===== src/mpbd_pkg.sv =====
// Shared types and constants of the multi-press button decoder.
`default_nettype none

package mpbd_pkg;

    localparam int LINE_W  = 3;
    localparam int COUNT_W = 5;
    localparam int IDLE_W  = 8;
    localparam int ENTRY_W = 4;
    localparam int CFG_INDEX_W = 2;

    localparam logic [COUNT_W-1:0] COUNT_MAX = 5'd31;
    localparam logic [IDLE_W-1:0]  IDLE_MAX  = 8'd255;

    localparam logic [15:0] TRIGGER_MODES_RESET = 16'hAAAA;
    localparam logic [7:0]  TIMEOUT_RESET       = 8'd20;

    // Configuration register indexes.
    localparam logic [CFG_INDEX_W-1:0] CFG_ENTRY_LINES   = 2'd0;
    localparam logic [CFG_INDEX_W-1:0] CFG_ENTRY_COUNTS  = 2'd1;
    localparam logic [CFG_INDEX_W-1:0] CFG_TRIGGER_MODES = 2'd2;
    localparam logic [CFG_INDEX_W-1:0] CFG_TIMEOUT_TICKS = 2'd3;

    // Trigger mode codes; anything at or above MODE_ANY accepts both levels.
    localparam logic [1:0] MODE_LOW  = 2'd0;
    localparam logic [1:0] MODE_HIGH = 2'd1;
    localparam logic [1:0] MODE_ANY  = 2'd2;

    // Result outcome codes.
    localparam logic [1:0] OUTCOME_NONE     = 2'd0;
    localparam logic [1:0] OUTCOME_MATCH    = 2'd1;
    localparam logic [1:0] OUTCOME_NO_MATCH = 2'd2;

    typedef struct packed {
        logic [7:0] edge_flags;
        logic [7:0] line_levels;
    } item_t;

    typedef struct packed {
        logic [1:0]         outcome;
        logic [ENTRY_W-1:0] entry_index;
        logic [LINE_W-1:0]  held_line;
        logic [COUNT_W-1:0] final_count;
    } result_t;

    typedef struct packed {
        logic               found;
        logic [ENTRY_W-1:0] index;
    } lookup_t;

endpackage

`default_nettype wire


===== src/multi_press_button_decoder_unit.sv =====
// Top level of the multi-press button decoder: config registers, hold state, tick logic.
//
// Usage: every item beat is one tick of a slow timebase, carrying an edge flag and the
// sampled level of each button line. A line with an edge whose trigger mode accepts its
// level counts as a press. Repeated presses of the held line raise the press count
// (saturating at 31); a press of another line starts a new hold with count 1. Once a hold
// has been idle for timeout_ticks ticks, the press table is searched and one result beat
// reports the matching entry, or that no entry matched.
// Every item beat yields exactly one result beat (outcome NONE on ordinary ticks).
// Throughput is one beat per cycle while item_stall is low; all tick work is one pass of
// small logic between the accepted beat and the result register (or the skid stage),
// with the hold state updated at the same edge.
// When the receiver stalls, the result register holds and one more beat is caught in a
// skid stage; item_stall rises only while that skid stage is occupied.
// Configuration writes (cfg_valid/cfg_ready, always ready) are registered when accepted
// and must be issued only while the block is idle.
// Reset (rst_n, asynchronous, active low) clears the hold state, empties the output
// buffer and loads the register defaults: table empty, every line on any level, timeout 20.
`default_nettype none

module multi_press_button_decoder_unit #(
    parameter int NUM_LINES   = 8,
    parameter int NUM_ENTRIES = 16
) (
    input  wire logic                             clk,
    input  wire logic                             rst_n,
    input  wire logic                             item_valid,
    output logic                                  item_stall,
    input  wire mpbd_pkg::item_t                  item,
    output logic                                  result_valid,
    input  wire logic                             result_stall,
    output mpbd_pkg::result_t                     result,
    input  wire logic                             cfg_valid,
    output logic                                  cfg_ready,
    input  wire logic [mpbd_pkg::CFG_INDEX_W-1:0] cfg_index,
    input  wire logic [63:0]                      cfg_data
);

    // Configuration registers.
    logic [63:0] entry_lines_reg;
    logic [63:0] entry_counts_reg;
    logic [15:0] trigger_modes_reg;
    logic [7:0]  timeout_ticks_reg;

    // Hold state.
    logic                           hold_active_reg, hold_active_next;
    logic [mpbd_pkg::LINE_W-1:0]    hold_line_reg, hold_line_next;
    logic [mpbd_pkg::COUNT_W-1:0]   press_count_reg, press_count_next;
    logic [mpbd_pkg::IDLE_W-1:0]    idle_ticks_reg, idle_ticks_next;

    logic                         accept;
    logic [7:0]                   qual;
    logic [mpbd_pkg::LINE_W-1:0]  top_line;
    logic                         only_top;
    logic                         tick_active;
    logic [mpbd_pkg::LINE_W-1:0]  tick_line;
    logic [mpbd_pkg::COUNT_W-1:0] tick_count;
    logic [mpbd_pkg::IDLE_W-1:0]  tick_idle;
    logic                         timeout_hit;
    mpbd_pkg::lookup_t            hit;
    mpbd_pkg::result_t            step_result;
    logic                         buf_full;

    assign cfg_ready  = 1'b1;
    assign item_stall = buf_full;
    assign accept     = item_valid && !item_stall;

    always_ff @(posedge clk or negedge rst_n)
    begin
        if (!rst_n)
        begin
            entry_lines_reg   <= '0;
            entry_counts_reg  <= '0;
            trigger_modes_reg <= mpbd_pkg::TRIGGER_MODES_RESET;
            timeout_ticks_reg <= mpbd_pkg::TIMEOUT_RESET;
        end
        else if (cfg_valid && cfg_ready)
        begin
            case (cfg_index)
                mpbd_pkg::CFG_ENTRY_LINES:   entry_lines_reg   <= cfg_data;
                mpbd_pkg::CFG_ENTRY_COUNTS:  entry_counts_reg  <= cfg_data;
                mpbd_pkg::CFG_TRIGGER_MODES: trigger_modes_reg <= cfg_data[15:0];
                mpbd_pkg::CFG_TIMEOUT_TICKS: timeout_ticks_reg <= cfg_data[7:0];
                default: ;
            endcase
        end
    end

    // Qualify each line on its own: edge seen and level accepted by its mode.
    always_comb
    begin
        qual = '0;
        for (int i = 0; i < NUM_LINES; i++)
        begin
            if (trigger_modes_reg[2*i +: 2] >= mpbd_pkg::MODE_ANY)
            begin
                qual[i] = item.edge_flags[i];
            end
            else if (trigger_modes_reg[2*i +: 2] == mpbd_pkg::MODE_HIGH)
            begin
                qual[i] = item.edge_flags[i] && item.line_levels[i];
            end
            else
            begin
                qual[i] = item.edge_flags[i] && !item.line_levels[i];
            end
        end
    end

    // Presses applied in index order reduce to: the highest qualified line ends up held,
    // and only when it is the sole press on the already held line does the count advance.
    always_comb
    begin
        top_line = '0;
        for (int i = 0; i < NUM_LINES; i++)
        begin
            if (qual[i])
            begin
                top_line = mpbd_pkg::LINE_W'(i);
            end
        end
        only_top = (qual & ~(8'b1 << top_line)) == 8'b0;
    end

    always_comb
    begin
        // Advance the idle timer of an active hold first.
        tick_idle = idle_ticks_reg;
        if (hold_active_reg && idle_ticks_reg != mpbd_pkg::IDLE_MAX)
        begin
            tick_idle = idle_ticks_reg + 1'b1;
        end
        tick_active = hold_active_reg;
        tick_line   = hold_line_reg;
        tick_count  = press_count_reg;
        if (qual != 8'b0)
        begin
            tick_idle   = '0;
            tick_active = 1'b1;
            tick_line   = top_line;
            if (only_top && hold_active_reg && hold_line_reg == top_line)
            begin
                if (press_count_reg != mpbd_pkg::COUNT_MAX)
                begin
                    tick_count = press_count_reg + 1'b1;
                end
            end
            else
            begin
                tick_count = mpbd_pkg::COUNT_W'(1);
            end
        end
        timeout_hit = tick_active && (tick_idle >= timeout_ticks_reg);
    end

    mpbd_lookup #(
        .NUM_ENTRIES (NUM_ENTRIES)
    ) u_lookup (
        .entry_lines  (entry_lines_reg),
        .entry_counts (entry_counts_reg),
        .hold_line    (tick_line),
        .press_count  (tick_count),
        .hit          (hit)
    );

    // Build the result and drop the hold when the sequence ends.
    always_comb
    begin
        step_result      = '0;
        hold_active_next = tick_active;
        hold_line_next   = tick_line;
        press_count_next = tick_count;
        idle_ticks_next  = tick_idle;
        if (timeout_hit)
        begin
            step_result.outcome     = hit.found ? mpbd_pkg::OUTCOME_MATCH
                                                : mpbd_pkg::OUTCOME_NO_MATCH;
            step_result.entry_index = hit.found ? hit.index : '0;
            step_result.held_line   = tick_line;
            step_result.final_count = tick_count;
            hold_active_next        = 1'b0;
            hold_line_next          = '0;
            press_count_next        = '0;
            idle_ticks_next         = '0;
        end
    end

    always_ff @(posedge clk or negedge rst_n)
    begin
        if (!rst_n)
        begin
            hold_active_reg <= 1'b0;
            hold_line_reg   <= '0;
            press_count_reg <= '0;
            idle_ticks_reg  <= '0;
        end
        else if (accept)
        begin
            hold_active_reg <= hold_active_next;
            hold_line_reg   <= hold_line_next;
            press_count_reg <= press_count_next;
            idle_ticks_reg  <= idle_ticks_next;
        end
    end

    mpbd_out_buf u_out_buf (
        .clk          (clk),
        .rst_n        (rst_n),
        .push_valid   (accept),
        .push_data    (step_result),
        .full         (buf_full),
        .result_valid (result_valid),
        .result_stall (result_stall),
        .result       (result)
    );

    a_idle_state_clear: assert property (@(posedge clk) disable iff (!rst_n)
        !hold_active_reg |-> (press_count_reg == '0 && idle_ticks_reg == '0
                              && hold_line_reg == '0))
        else $error("hold state left over without an active hold");

    a_active_has_press: assert property (@(posedge clk) disable iff (!rst_n)
        hold_active_reg |-> press_count_reg != '0)
        else $error("active hold with zero press count");

    a_quiet_result_zero: assert property (@(posedge clk) disable iff (!rst_n)
        (result_valid && result.outcome == mpbd_pkg::OUTCOME_NONE)
        |-> (result.entry_index == '0 && result.held_line == '0
             && result.final_count == '0))
        else $error("quiet tick result carries nonzero fields");

    a_end_clears_hold: assert property (@(posedge clk) disable iff (!rst_n)
        (accept && timeout_hit) |=> !hold_active_reg)
        else $error("hold still active after its sequence ended");

endmodule

`default_nettype wire


===== src/mpbd_lookup.sv =====
// Priority search of the press table for the first enabled matching entry.
`default_nettype none

module mpbd_lookup #(
    parameter int NUM_ENTRIES = 16
) (
    input  wire logic [63:0]                  entry_lines,
    input  wire logic [63:0]                  entry_counts,
    input  wire logic [mpbd_pkg::LINE_W-1:0]  hold_line,
    input  wire logic [mpbd_pkg::COUNT_W-1:0] press_count,
    output mpbd_pkg::lookup_t                 hit
);

    logic [3:0] ln;
    logic [3:0] cnt;

    // Scan from the top so the lowest matching entry is the last to land.
    always_comb
    begin
        hit = '0;
        ln  = '0;
        cnt = '0;
        for (int e = NUM_ENTRIES - 1; e >= 0; e--)
        begin
            ln  = entry_lines[4*e +: 4];
            cnt = entry_counts[4*e +: 4];
            if (cnt == 4'd0)
            begin
                cnt = 4'd1;
            end
            if (ln[3] && (ln[2:0] == hold_line) && ({1'b0, cnt} == press_count))
            begin
                hit.found = 1'b1;
                hit.index = mpbd_pkg::ENTRY_W'(e);
            end
        end
    end

endmodule

`default_nettype wire


===== src/mpbd_out_buf.sv =====
// Result register with a skid stage behind it.
`default_nettype none

module mpbd_out_buf (
    input  wire logic              clk,
    input  wire logic              rst_n,
    input  wire logic              push_valid,
    input  wire mpbd_pkg::result_t push_data,
    output logic                   full,
    output logic                   result_valid,
    input  wire logic              result_stall,
    output mpbd_pkg::result_t      result
);

    logic              out_valid_reg, out_valid_next;
    logic              skid_valid_reg, skid_valid_next;
    mpbd_pkg::result_t out_data_reg, out_data_next;
    mpbd_pkg::result_t skid_data_reg, skid_data_next;

    always_comb
    begin
        out_valid_next  = out_valid_reg;
        skid_valid_next = skid_valid_reg;
        out_data_next   = out_data_reg;
        skid_data_next  = skid_data_reg;
        if (!out_valid_reg || !result_stall)
        begin
            // Output slot frees up: drain the skid first, else take the new beat.
            if (skid_valid_reg)
            begin
                out_valid_next  = 1'b1;
                out_data_next   = skid_data_reg;
                skid_valid_next = 1'b0;
            end
            else
            begin
                out_valid_next = push_valid;
                out_data_next  = push_data;
            end
        end
        else if (push_valid)
        begin
            skid_valid_next = 1'b1;
            skid_data_next  = push_data;
        end
    end

    always_ff @(posedge clk or negedge rst_n)
    begin
        if (!rst_n)
        begin
            out_valid_reg  <= 1'b0;
            skid_valid_reg <= 1'b0;
        end
        else
        begin
            out_valid_reg  <= out_valid_next;
            skid_valid_reg <= skid_valid_next;
        end
    end

    always_ff @(posedge clk)
    begin
        out_data_reg  <= out_data_next;
        skid_data_reg <= skid_data_next;
    end

    assign full         = skid_valid_reg;
    assign result_valid = out_valid_reg;
    assign result       = out_data_reg;

    a_skid_behind_out: assert property (@(posedge clk) disable iff (!rst_n)
        skid_valid_reg |-> out_valid_reg)
        else $error("skid stage holds a beat while the output register is empty");

    a_no_push_when_full: assert property (@(posedge clk) disable iff (!rst_n)
        skid_valid_reg |-> !push_valid)
        else $error("beat pushed while the skid stage is full");

    a_skid_drains: assert property (@(posedge clk) disable iff (!rst_n)
        (skid_valid_reg && !result_stall) |=> (out_valid_reg && !skid_valid_reg))
        else $error("skid stage did not drain into the output register");

endmodule

`default_nettype wire


===== config.mk =====
export PLATFORM = sky130hd
export DESIGN_NAME = multi_press_button_decoder_unit
export DESIGN_NICKNAME = d
export VERILOG_FILES = /design/src/mpbd_pkg.sv /design/src/multi_press_button_decoder_unit.sv /design/src/mpbd_lookup.sv /design/src/mpbd_out_buf.sv
export SDC_FILE = /design/constraint.sdc
export NUM_CORES = 1
export LEC_CHECK = 0
export BUFFER_PORTS_ARGS = -buffer_cell sky130_fd_sc_hd__clkbuf_2
export CORE_MARGIN = 1
export CORE_UTILIZATION = 48
export DETAILED_ROUTE_END_ITERATION = 16
export GPL_ROUTABILITY_DRIVEN = 0
export PLACE_DENSITY_LB_ADDON = 0.05
export SLEW_MARGIN = 40
export SYNTH_ARGS = -nofsm -noshare
export SYNTH_HDL_FRONTEND = slang
export SYNTH_SLANG_ARGS = --single-unit

===== constraint.sdc =====
create_clock -name clk -period 5.81 [get_ports clk]
set_input_delay 0 -clock clk [delete_from_list [all_inputs] [get_ports clk]]
set_output_delay 0 -clock clk [all_outputs]
set_load 0.02 [all_outputs]

==> summary.txt, run 1 <==
Cells and area
  – Diode count: 0
  – Share of layout cells above drive strength 1: 0.337
  – P&R area growth vs syn: 20.5%
  – Layout Cells excl Fill: 1318
  – Final Net Count: 1127

Floorplan
  – Io pins: 104
  – Die area: 22100 um^2
  – Die width: around 150 um
  – # rows: 53
  – Die Ht: between 100 and 150 um
  – Initial Util: 0.491
  – Core area: about 21000 um^2

Setup path
  – Crit Path Class: register to register
  – CP arrival: about 4800 ps
  – Critical Path RT: 6000 ps
  – CP max FO: 16
  – CP Capture Type: register
  – Worst Setup Start Kind: register

STA
  – Fin. max-slew vios: 0
  – Endpoints failing setup: 0
  – Final clock period utilization by the worst path: 0.791
  – Final Hold Vio Count: 0
  – Setup TNS: 0 ps
  – Max_slew headroom: 0.477
  – Clock Skews: 11.5 ps
  – Unrepaired setup endpoints after global routing: false
  – Min Tclk post-route: about 4600 ps
  – Slew @ Worst Pin: roughly 800 ps
  – Max Fclk: roughly 220 MHz

Detailed routing
  – WL final: approximately 25 mm
  – Vias: around 7300
  – Detailed Routing Iterations Pass 1: 5
  – Antenna Nets Post-Route: 0
  – # DRC: 0
  – WL/cell: 19.1 um
  – Vias per cell: 5.50
  – Initial DRC count: 293

Power and ir drop
  – Sw Pwr: 1.17 mW
  – Clk pwr share: 0.303
  – Sequential power share: 0.469
  – Combinational fraction of design power: 0.227
  – Sw Ratio: 0.302
  – Leak: roughly 5.2 nW
  – Pwr per Cell Area: 313 nW/um^2
  – P_int: 2.71 mW
  – VDD IR max: about 180 uV

Placed design
  – Cells after DPL: 1219
  – PortBufs: between 100 and 150
  – Detail Placement HPWL: ~17 mm

Global route
  – Antenna violations before repair: 0
  – Vias in the first global route: 7637
  – Met3 Use GR: 0.0365
  – First-pass GRT wire length: 40.7 mm
  – Grt total ovfl: 0
  – GR Util All Layers: 0.241
  – Gr busiest metal: met2
  – Met2 GRT Util: 0.414
  – Largest net degree at the start of global routing: 99
  – GR Util met1: 0.319

Synth
  – Most common flop cell mapped by yosys: dfrtp_1
  – Complex-gate fraction of the synthesized area: 0.0778
  – Synth top area cells: dfrtp_1, mux2_2, edfxtp_1, xnor2_1, xor2_1
  – Synth cell types: 64
  – EDFF count, synth: 28
  – Post-synthesis adder-cell area fraction: 0.0121
  – Syn_area_per_cell: 11.9 um^2
  – Synth top area share: 0.391
  – Top cell type by total area after synthesis: dfrtp_1
  – Yosys warns: 0
  – Main combinational cell family by area after synthesis: multiplexers
  – Mapped Area: 10300 um^2
  – Sequential area share after synthesis: 0.498
  – Synth Area in Simple Gates: 0.108
  – Post-Synthesis Cells: 868
  – Mux share of post-synthesis cell area: 0.176
  – Register bit count reported by yosys: 199
  – Syn nets: 965
  – Synth Area in XOR/XNOR: 0.101
  – Synth async-reset ratio: 0.859

CTS
  – Root buffer cell: clkbuf_16
  – Number of buffers created by CTS: 17
  – H-Tree Level Count: 4
  – Hold_buf cts: 65
  – CTS clk-pin slew, worst paths: 80 ps
  – Post-CTS setup buffer count: 0
  – TritonCTS clock tree: yes
  – CTS sink count: 199
  – Clk_lat worst skew: 440 ps
  – Max Buffers Root-to-Sink: 2
  – Post_cts resized: 0

Job
  – # Max-Cap Violations: 0

Worst hold path
  – Hold WC Path Type: primary input to async pin

Run status
  – Status: finished, final reports clean
Yosys cell counts, drive strengths merged (10+ instances only):
cell type	count
a21oi	10
buf	17
clkbuf	25
dfrtp	161
dfstp	10
edfxtp	28
ha	10
inv	15
mux2	157
nand2	57
nand3	12
nand4	24
nor2	46
nor3	28
o21ai	29
o31ai	12
or3	12
xnor2	60
xor2	59
final cells by class:
cell class              instances  area [um^2]
multi-input cells             612         4960
inverters                      15         56.3
repair buffers                185         1340
clock inverters                13          141
well taps                     275          344
clock buffers                  19          443
fillers                      1707         8600
flip-flops and latches        199         5130
logic make-up after synthesis:
kind of cell | count (synthesis)
AND/OR/NAND/NOR | 215
adder cells (fa/ha/maj) | 10
buffers and inverters | 57
flip-flops | 199
XOR/XNOR | 119
other | 1
AO/OA/AOI/OAI | 105
multiplexers | 162
metal layers:
layer | up-vias | share of wire
met5 | - | 0
met4 | 0 | 0.0087
met3 | 17 | 0.026
li1 | 3419 | -
met2 | 141 | 0.51
met1 | 3674 | 0.46
power by group through the flow:
stage                     registers, mW  clock network (mW)  logic, mW
after floorplan                    1.81                   0      0.618
after global placement             1.84                   0      0.826
after detailed placement           1.85                   0      0.850
after CTS                          1.83                1.21      0.889
after global routing               1.85                1.27      0.973
final                              1.83                1.18      0.883
worst paths after layout:
| path | cells past startpoint | to | from | slack, ps |
|---|---|---|---|---|
| worst max-delay path | 19 | u_out_buf.result[10] | trigger_modes_reg[14] | 1210 |
| worst min-delay path | 2 | entry_lines_reg[5] | rst_n | 7 |
| worst max register to register | 19 | u_out_buf.result[10] | trigger_modes_reg[14] | 1210 |
| worst min register to register | 1 | entry_lines_reg[51] | entry_lines_reg[51] | 500 |
| max in group asynchronous | 3 | entry_lines_reg[39] | rst_n | 4830 |
| min in group clk | 4 | hold_line_reg[2] | item[12] | 160 |
stage by stage:
stage / util / setup WS (ps) / power (mW) / hold WS [ps] / area, um^2
5_1_grt: 0.591 / 888 / 4.10 / 24.9 / 12400
6_report: 0.591 / 1210 / 3.89 / 6.88 / 12400
3_3_place_gp: 0.529 / 1240 / 2.67 / 139 / 11100
3_5_place_dp: 0.530 / 1140 / 2.70 / 74.0 / 11100
4_1_cts: 0.589 / 1120 / 3.92 / 5.94 / 12400
2_1_floorplan: - / 1800 / 2.42 / -296 / 10300
cell usage in the layout, fill, tap and decap left out, types with 3 or more instances in the layout:
cell | synthesis | routed
nand3b_1 | 4 | 4
inv_1 | 14 | 14
o2111a_1 | 3 | 3
buf_6 | 3 | 3
nor4_1 | 4 | 4
or3_1 | 11 | 11
a211o_1 | 3 | 3
or2_2 | 4 | 5
nand4_1 | 22 | 22
buf_4 | 7 | 13
nand2_1 | 57 | 57
inv_8 | 0 | 4
clkbuf_2 | 0 | 101
clkbuf_16 | 0 | 17
ha_1 | 10 | 10
nand3_1 | 12 | 12
clkinv_4 | 0 | 3
dlygate4sd3_1 | 0 | 66
o21ai_0 | 18 | 18
a211oi_4 | 1 | 4
a21oi_1 | 10 | 10
dfstp_2 | 10 | 10
a211oi_1 | 5 | 3
o211ai_1 | 7 | 7
xor2_1 | 59 | 59
o21ai_1 | 4 | 4
o21ai_2 | 7 | 7
dfrtp_1 | 161 | 160
o31ai_1 | 12 | 12
a31oi_1 | 5 | 4
a21o_1 | 7 | 7
mux2_2 | 157 | 157
mux2i_1 | 5 | 4
nor2b_1 | 3 | 3
nor2_1 | 46 | 45
o21a_1 | 8 | 8
and3_1 | 6 | 6
xnor2_1 | 60 | 60
nor3_1 | 28 | 28
edfxtp_1 | 28 | 28
critical path, stage by stage, from the launching register on:
cell and delay [ps]:
dfrtp_1 400, xnor2_1 150, o21ai_2 250, nand4_2 260
or2_2 580, nor2_1 220, ha_1 250, a21o_1 150
a21o_1 160, a21o_1 170, a21o_1 170, a21o_1 170
a21o_1 170, a21oi_1 210, nor2_1 200, buf_4 220
nand3b_1 140, nor2_1 80, o21a_1 130, mux2_2 260
No activity file was read; power rests on OpenSTA's default activity.
==> run 2, diff against run 1 <==
Clock period 5.81 ns to 4.2 ns, I/O delays scaled along.
==> run 2 against run 1 <==
Effect of this change: combinational power is 47% higher; design area is 3.0% higher; maximum frequency is 13% higher; critical path depth is 3 lower; largest power group unchanged.
==> summary.txt, run 2 (synthesis gave the netlist of run 1 again) <==
Run status
  – Status: finished, final reports clean

STA
  – Final worst slack: 134 ps
  – Endpoints failing setup: 0
  – Setup TNS: 0 ps
  – Final clock period utilization by the worst path: 0.968
  – Min Tclk post-route: 4070 ps
  – Fin. max-slew vios: 0
  – Slew @ Worst Pin: between 800 and 900 ps
  – Unrepaired setup endpoints after global routing: true
  – Hold_ws: between 100 and 150 ps
  – Clock Skews: a little under 10 ps
  – Max Fclk: 246 MHz
  – Max_slew headroom: 0.451
  – Final Hold Vio Count: 0

Detailed routing
  – Vias per cell: 5.40
  – Detailed Routing Iterations Pass 1: 4
  – Antenna Nets Post-Route: 0
  – Initial DRC count: 335
  – # DRC: 0
  – Vias: between 7000 and 8000
  – WL final: 25.2 mm
  – WL/cell: 18.8 um

Cells and area
  – P&R area growth vs syn: 24.1%
  – Fill cells: 1733
  – Final Net Count: 1153
  – Layout Cells excl Fill: around 1300
  – Most common cell after layout, fill and taps aside: dfrtp_1
  – Post-layout instance area: approximately 13000 um^2
  – Commonest non-fill, non-tap cells in the layout: dfrtp_1, mux2_2, clkbuf_2
  – Share of layout cells above drive strength 1: 0.364
  – Final core utilization: 0.609

Floorplan
  – # rows: 53
  – Die Ht: between 100 and 150 um
  – Core area: 21000 um^2
  – Initial Util: 0.491
  – Die area: 22100 um^2
  – Die width: ~150 um
  – Io pins: 104

Power and ir drop
  – Leak: 5.40 nW
  – Total power: around 5.5 mW
  – Pwr per Cell Area: roughly 430 nW/um^2
  – VDD IR max: 245 uV

Setup path
  – Cell mode on critical path: buf_4
  – CP max stage delay: a little over 400 ps
  – Crit Path Class: register to register
  – Worst Setup SP: trigger_modes_reg[10]
  – Crit-path slowest cell: mux2i_1
  – Reg2reg path depth: 16
  – CP max FO: 7
  – Critical Path RT: 4440 ps
  – Critical-path cell list: xnor2_1 > o21ai_2 > nand4_4 > buf_12 > o2111ai_1 > mux2i_1 > a211oi_4 > buf_4 > or3_1 > a211o_1 > a31oi_2 > nor4_2 > inv_2 > nor4_4 > buf_4 > o41ai_2
  – CP arrival: about 4300 ps
  – CP top delay family: compound AO/OA/AOI/OAI gates
  – Worst Setup Start Kind: register
  – Reg2reg start: trigger_modes_reg[10]
  – CP Capture Type: register
  – Critical path depth in cells: 16
  – Crit path buf inv count: 4

CTS
  – Max Buffers Root-to-Sink: 2
  – CTS clk-pin slew, worst paths: 70 ps
  – Number of buffers created by CTS: 17
  – Clk_lat worst skew: 440 ps
  – TritonCTS clock tree: yes
  – Root buffer cell: clkbuf_16
  – H-Tree Level Count: 4
  – CTS sink count: approximately 200

Global route
  – Largest net degree at the start of global routing: 89
  – Grt total ovfl: 0
  – First-pass GRT wire length: 40.4 mm
  – Vias in the first global route: 7382
  – GR Util All Layers: 0.241
  – Antenna violations before repair: 0

Placed design
  – Pre-CTS setup slack: 72.5 ps
  – Detail Placement HPWL: 17.9 mm
  – Cells after DPL: about 1200
  – PortBufs: a little over 100
  – Placed Area: roughly 11000 um^2

Worst hold path
  – Hold path startpoint: item[9]
  – Worst Hold Depth: 6
  – Hold WC Path Type: primary input to register

Job
  – # Max-Cap Violations: 0
[run 2: changes by cell type in the layout (fill, tap and decap cells not counted), moves of 2 or more]
cell	previous run	this run
buf_4	13	33
a31oi_2	1	3
o21ai_2	7	9
a31oi_1	4	2
nor4_1	4	2
buf_12	0	6
mux2i_2	0	2
mux2i_1	4	2
[run 2: cell type report]
type | instances | area (um^2) | share of cell area
Sequential cell | 199 | 5130 | 0.401
Multi-Input combinational cell | 612 | 5060 | 0.395
Timing Repair Buffer | 211 | 1590 | 0.124
Clock buffer | 19 | 443 | 0.0346
Tap cell | 275 | 344 | 0.0269
Clock inverter | 13 | 165 | 0.0129
Inverter | 15 | 56.3 | 0.00440
Antenna cell | 1 | 2.50 | 0.000196
[run 2: path summary, 6_finish.rpt]
kind	endpoint	slack, ps
setup / recovery	u_out_buf.result[9]	130
hold / removal	idle_ticks_reg[0]	120
setup reg to reg	u_out_buf.result[9]	130
hold reg to reg	entry_lines_reg[55]	510
max in group asynchronous	trigger_modes_reg[1]	3110
min in group asynchronous	entry_lines_reg[7]	160
[run 2: timing repair]
| item | in CTS | in global routing |
|---|---|---|
| resized for setup | 0 | 22 |
| setup endpoints to repair | 0 | 15 |
| endpoints found under the hold margin | 237 | 0 |
| buffers inserted | 0 | 7 |
| hold buffers | 66 | 0 |
[run 2: power breakdown]
part	switching [mW]	internal, mW
registers	0.253	2.28
clock network	0.781	0.915
logic	0.631	0.667
[run 2: worst reg2reg max path: stages, from the launching register on]
cell,delay [ps]
dfrtp_1,390
xnor2_1,160
o21ai_2,300
nand4_4,200
buf_12,180
o2111ai_1,260
mux2i_1,410
a211oi_4,80
buf_4,210
or3_1,350
a211o_1,280
a31oi_2,270
nor4_2,120
inv_2,100
nor4_4,40
buf_4,150
o41ai_2,340
[run 2: per-layer routing]
layer  vias to the layer above  part of all wire  GRT usage
li1                       3480                 -          -
met5                         -                 0          0
met2                       118              0.50      0.402
met1                      3643              0.46      0.327
met3                        18             0.033     0.0442
met4                         0            0.0091     0.0526
